==> src/rtl/pbs_pkg.sv <==
// ----------------------------------------------------------------------------
// pbs_pkg: shared types and constants of the packed bit-field store
// Field widths, command codes and the control/status bundles that run
// between the controller and the datapath.
// ----------------------------------------------------------------------------
package pbs_pkg;

   localparam int unsigned CMD_W      = 2;
   localparam int unsigned POS_W      = 15;
   localparam int unsigned LEN_W      = 6;
   localparam int unsigned DATA_W     = 32;
   localparam int unsigned SHIFT_W    = 5;
   localparam int unsigned WORD_IDX_W = POS_W - SHIFT_W;
   localparam int unsigned END_W      = 27;

   localparam logic [LEN_W-1:0] MAX_LEN = LEN_W'(DATA_W);

   typedef enum logic [CMD_W-1:0] {
      CMD_READ_U = 2'd0,
      CMD_READ_S = 2'd1,
      CMD_WRITE  = 2'd2,
      CMD_RSVD   = 2'd3
   } pbs_cmd_code_type;

   // controller -> datapath
   typedef struct packed {
      logic load_item;
      logic cap_lo;
      logic cap_hi;
      logic sel_hi;
      logic mem_we;
      logic load_rsp;
   } pbs_ctrl_type;

   // datapath -> controller
   typedef struct packed {
      logic access;
      logic is_write;
      logic straddle;
      logic rsp_free;
   } pbs_stat_type;

endpackage

==> src/rtl/pbs_ctrl.sv <==
// ----------------------------------------------------------------------------
// pbs_ctrl: sequencer of the bit-field store
// Walks a transaction through read, second read and write-back, as needed.
// ----------------------------------------------------------------------------
module pbs_ctrl (
   input  logic                  clock,
   input  logic                  reset,
   input  logic                  req_valid,
   output logic                  req_ready,
   input  pbs_pkg::pbs_stat_type stat,
   output pbs_pkg::pbs_ctrl_type ctrl
);

   typedef enum logic [2:0] {
      S_IDLE,
      S_ISSUE_LO,
      S_CAP_LO,
      S_CAP_HI,
      S_WR_LO,
      S_WR_HI,
      S_DONE
   } state_type;

   state_type state_ff, state_in;
   logic      ready_ff;

   always_comb begin
      state_in = state_ff;
      ctrl     = '0;
      case (state_ff)
         S_IDLE: begin
            if (req_valid && ready_ff) begin
               ctrl.load_item = 1'b1;
               state_in       = S_ISSUE_LO;
            end
         end
         S_ISSUE_LO: begin
            state_in = stat.access ? S_CAP_LO : S_DONE;
         end
         S_CAP_LO: begin
            ctrl.cap_lo = 1'b1;
            ctrl.sel_hi = 1'b1;   // issue the upper word read now
            if (stat.straddle) begin
               state_in = S_CAP_HI;
            end else begin
               state_in = stat.is_write ? S_WR_LO : S_DONE;
            end
         end
         S_CAP_HI: begin
            ctrl.cap_hi = 1'b1;
            state_in    = stat.is_write ? S_WR_LO : S_DONE;
         end
         S_WR_LO: begin
            ctrl.mem_we = 1'b1;
            state_in    = stat.straddle ? S_WR_HI : S_DONE;
         end
         S_WR_HI: begin
            ctrl.mem_we = 1'b1;
            ctrl.sel_hi = 1'b1;
            state_in    = S_DONE;
         end
         S_DONE: begin
            // hold until the output register can take the result
            if (stat.rsp_free) begin
               ctrl.load_rsp = 1'b1;
               state_in      = S_IDLE;
            end
         end
         default: begin
            state_in = S_IDLE;
         end
      endcase
   end

   always_ff @(posedge clock) begin
      if (reset) begin
         state_ff <= S_IDLE;
         ready_ff <= 1'b0;
      end else begin
         state_ff <= state_in;
         ready_ff <= (state_in == S_IDLE);
      end
   end

   assign req_ready = ready_ff;

endmodule

==> config.mk <==
export PLATFORM = sky130hd
export DESIGN_NAME = pbs_ctrl
export DESIGN_NICKNAME = d
export VERILOG_FILES = /design/src/rtl/pbs_pkg.sv /design/src/rtl/pbs_ctrl.sv
export SDC_FILE = /design/constraint.sdc
export NUM_CORES = 1
export LEC_CHECK = 0
export ABC_AREA = 1
export BUFFER_PORTS_ARGS = -buffer_cell sky130_fd_sc_hd__buf_2
export CAP_MARGIN = 5
export CELL_PAD_IN_SITES_DETAIL_PLACEMENT = 2
export CELL_PAD_IN_SITES_GLOBAL_PLACEMENT = 2
export CORE_ASPECT_RATIO = 1.1
export CORE_MARGIN = 2
export CORE_UTILIZATION = 19
export CTS_BUF_LIST = sky130_fd_sc_hd__clkbuf_4
export DETAILED_ROUTE_END_ITERATION = 10
export GPL_ROUTABILITY_DRIVEN = 0
export PLACE_DENSITY = 0.74
export SLEW_MARGIN = 30
export SYNTH_ARGS = -nofsm -noshare
export SYNTH_HDL_FRONTEND = slang
export SYNTH_SLANG_ARGS = --single-unit
==> constraint.sdc <==
create_clock -name clock -period 1.03 [get_ports clock]
set_input_delay 0.103 -clock clock [delete_from_list [all_inputs] [get_ports clock]]
set_output_delay 0.103 -clock clock [all_outputs]
set_load 0.05 [all_outputs]
==> impl_metrics.toml <==
[layout]
final_layout_size_suffix_gt1_frac = 0.679
fin_cells = 101
post-route-util = 0.452
area_delta_synth_final_pct = 124
fin_nets = 93
antennaDiodeCount = 0
finish.instance_area_um2 = 712

[critical_path]
worstPathCellList = "nor2_4 > nand3_4 > clkinvlp_4 > buf_8"
crit_path_start_kind = "flip-flop"
cp-end-kind = "primary output"
arrival_ps = 1140
worstSetupPathType = "reg2out"
slowest_stage = "dfxtp_4"
critPathTopFamily = "flip-flops"
crit_fanout = 6
crit_required_ps = 930
cpPeakStageDelay_ps = 380
crit_buf_inv = 2

[timing]
tightestPinTransition_ps = 248
finalHoldViolCount = 0
slew_violations = 0
clock-skew-final_ps = 6.02
setup_violations = 9
timing.hold.ws_ps = 61.9
fin_crit_ps = 1250
timing.final.crit_share = 1.21
fmax_ghz = 0.801
rsz0062_at_grt = "yes"
setup_tns_ps = -1430
relSlewSlack = 0.836
worst_slack_ps = -218

[yosys]
yosys.area_share.simple = 0.575
synth_xor_area_frac = 0
ys_types = 11
synth_top_area_frac = 0.252
synth_mux_area_frac = 0
synth_area_per_cell_um2 = 5.58
synth_top_family_by_area = "simple AND/OR/NAND/NOR gates"
seq_area_frac_synth = 0.252
yosys.area.top_type = "dfxtp_1"
yosys_register_bits = 4
synth_fa_ha_area_frac = 0
yosys-top-cells-area = "dfxtp_1 25%, nand2_1 14%, nand3_1 13%"
synthesis.instances = 57
yosysWarnings = 0
synth_compound_gate_area_share = 0.0315
synth_nets = 64
synth_area_um2 = 318

[floorplan]
die_area_um2 = 2020
rows = 15
io_pins = 14
fp.dieW_um = 43.0
die_h_um = 46.9
core_area_um2 = 1580
initial_core_util = 0.202

[cts]
htree_levels = 1
clk_pin_slew_worst_paths_ps = 40
ctsHoldBuffers = 0
cts_tree = "done"
cts_sinks = 4
clk-insertion-delay-late_ps = 240
root_buffer = "clkbuf_4"
cts_buffers = 3
clockBufferDepth = 2

[placement]
port_buffers = 13
dpl-instance-area_um2 = 478
dp_hpwl_um = 925
dpl.cell_count = 93

[routing]
drt-wirelength-per-cell_um = 13.3
drtAntennaViolNets = 0
first_iter_violations = 4
vias = 468
wl_um = 1340
viasPerCell = 4.63
drc = 0
drtPass1Iterations = 4

[power]
irDropWorstVdd_uv = 1020
leakagePower_nw = 0.350
switching_power_mw = 1.23
pwr-share-seq = 0.161
power_switching_share = 0.520
p_per_area_nw_per_um2 = 3320
intPower_mw = 1.13
pwr-share-comb = 0.752
p_clk_frac = 0.087

[grt]
grt_overflow_total = 0
grt_pass1_wl_um = 2260
track_usage = 0.157
grt_pass1_vias = 507
antenna_found_initial = 0
grt_max_degree = 10

[status]
status = "finished, violations left"
violations = "setup timing"

[flow_run]
drv_cap = 0

[hold_path]
hold_path_class = "in2reg"
## cell usage after synthesis
cell / count
dfxtp_1: 4
inv_1: 8
inv_2: 4
nand2_1: 12
nand2_2: 2
nand3_1: 8
nand3_2: 1
nand4_1: 3
nor2_1: 10
nor2_2: 3
o21ai_1: 2
## cell families after synthesis
kind of cell,after synthesis
buffers and inverters,12
AND/OR/NAND/NOR,39
AO/OA/AOI/OAI,2
flip-flops,4
## flip-flops by register name, indices dropped and copies added (netlist names)
signal / flops
state_ff: 3
req_ready: 1
## power groups by stage
stage | clock, mW | sequential, mW | combinational, mW
after floorplan | 0 | 0.392 | 0.737
after global placement | 0 | 0.317 | 1.16
after detailed placement | 0 | 0.320 | 1.18
after CTS | 0.216 | 0.367 | 1.61
after global routing | 0.217 | 0.397 | 1.91
final | 0.205 | 0.380 | 1.78
## worst paths after layout
check	from	endpoint	slack, ps	cells after the start
max reg2reg	state_ff[0]	state_ff[2]	-120	7
max	state_ff[0]	ctrl[5]	-220	4
min	reset	state_ff[1]	60	2
min reg2reg	state_ff[0]	state_ff[1]	770	4
## stage by stage
stage	power, mW	setup slack [ps]
after detailed placement	1.50	-112
after CTS	2.20	-220
after global routing	2.53	-278
after global placement	1.47	-120
after floorplan	1.13	-8.92
final	2.36	-218
## per-layer routing
metal / vias to the layer above / global-route usage / share of wire
met5: - / 0 / 0
met4: 0 / 0.0909 / 0.015
met3: 4 / 0.0115 / 0.023
met2: 9 / 0.285 / 0.54
met1: 223 / 0.186 / 0.42
li1: 232 / - / -
## final cells by class
| class | count | area, µm² |
|---|---|---|
| Clock buffer | 3 | 22.5 |
| Inverter | 12 | 61.3 |
| Fill cell | 181 | 865 |
| Tap cell | 17 | 21.3 |
| Timing Repair Buffer | 24 | 219 |
| Sequential cell | 4 | 90.1 |
| Multi-Input combinational cell | 41 | 298 |
## worst reg2reg max path: cells and delay by family, from the launching register on
kind	cells	cell delay, ps
AOI/OAI and AO/OA	1	120
and+or+nand+nor	5	390
buffers and inverters	1	150
DFF	1	380
## cells in the final DEF, fill, tap and decap left out, drive strengths merged
master and count:
nor2 13, nand4 3, o21ai 2, clkinv 1
clkinvlp 1, buf 24, nand2 14, dfxtp 4
nand3 9, inv 10, clkbuf 3
## repair_timing
action                                  4_1_cts  5_1_grt
endpoints found under the setup margin       10       10
hold endpoints to repair                      0        0
setup buffers                                 4        1
gates resized for setup                      36       11
pin swaps                                     5        7
(Power assumes the default switching activity.)
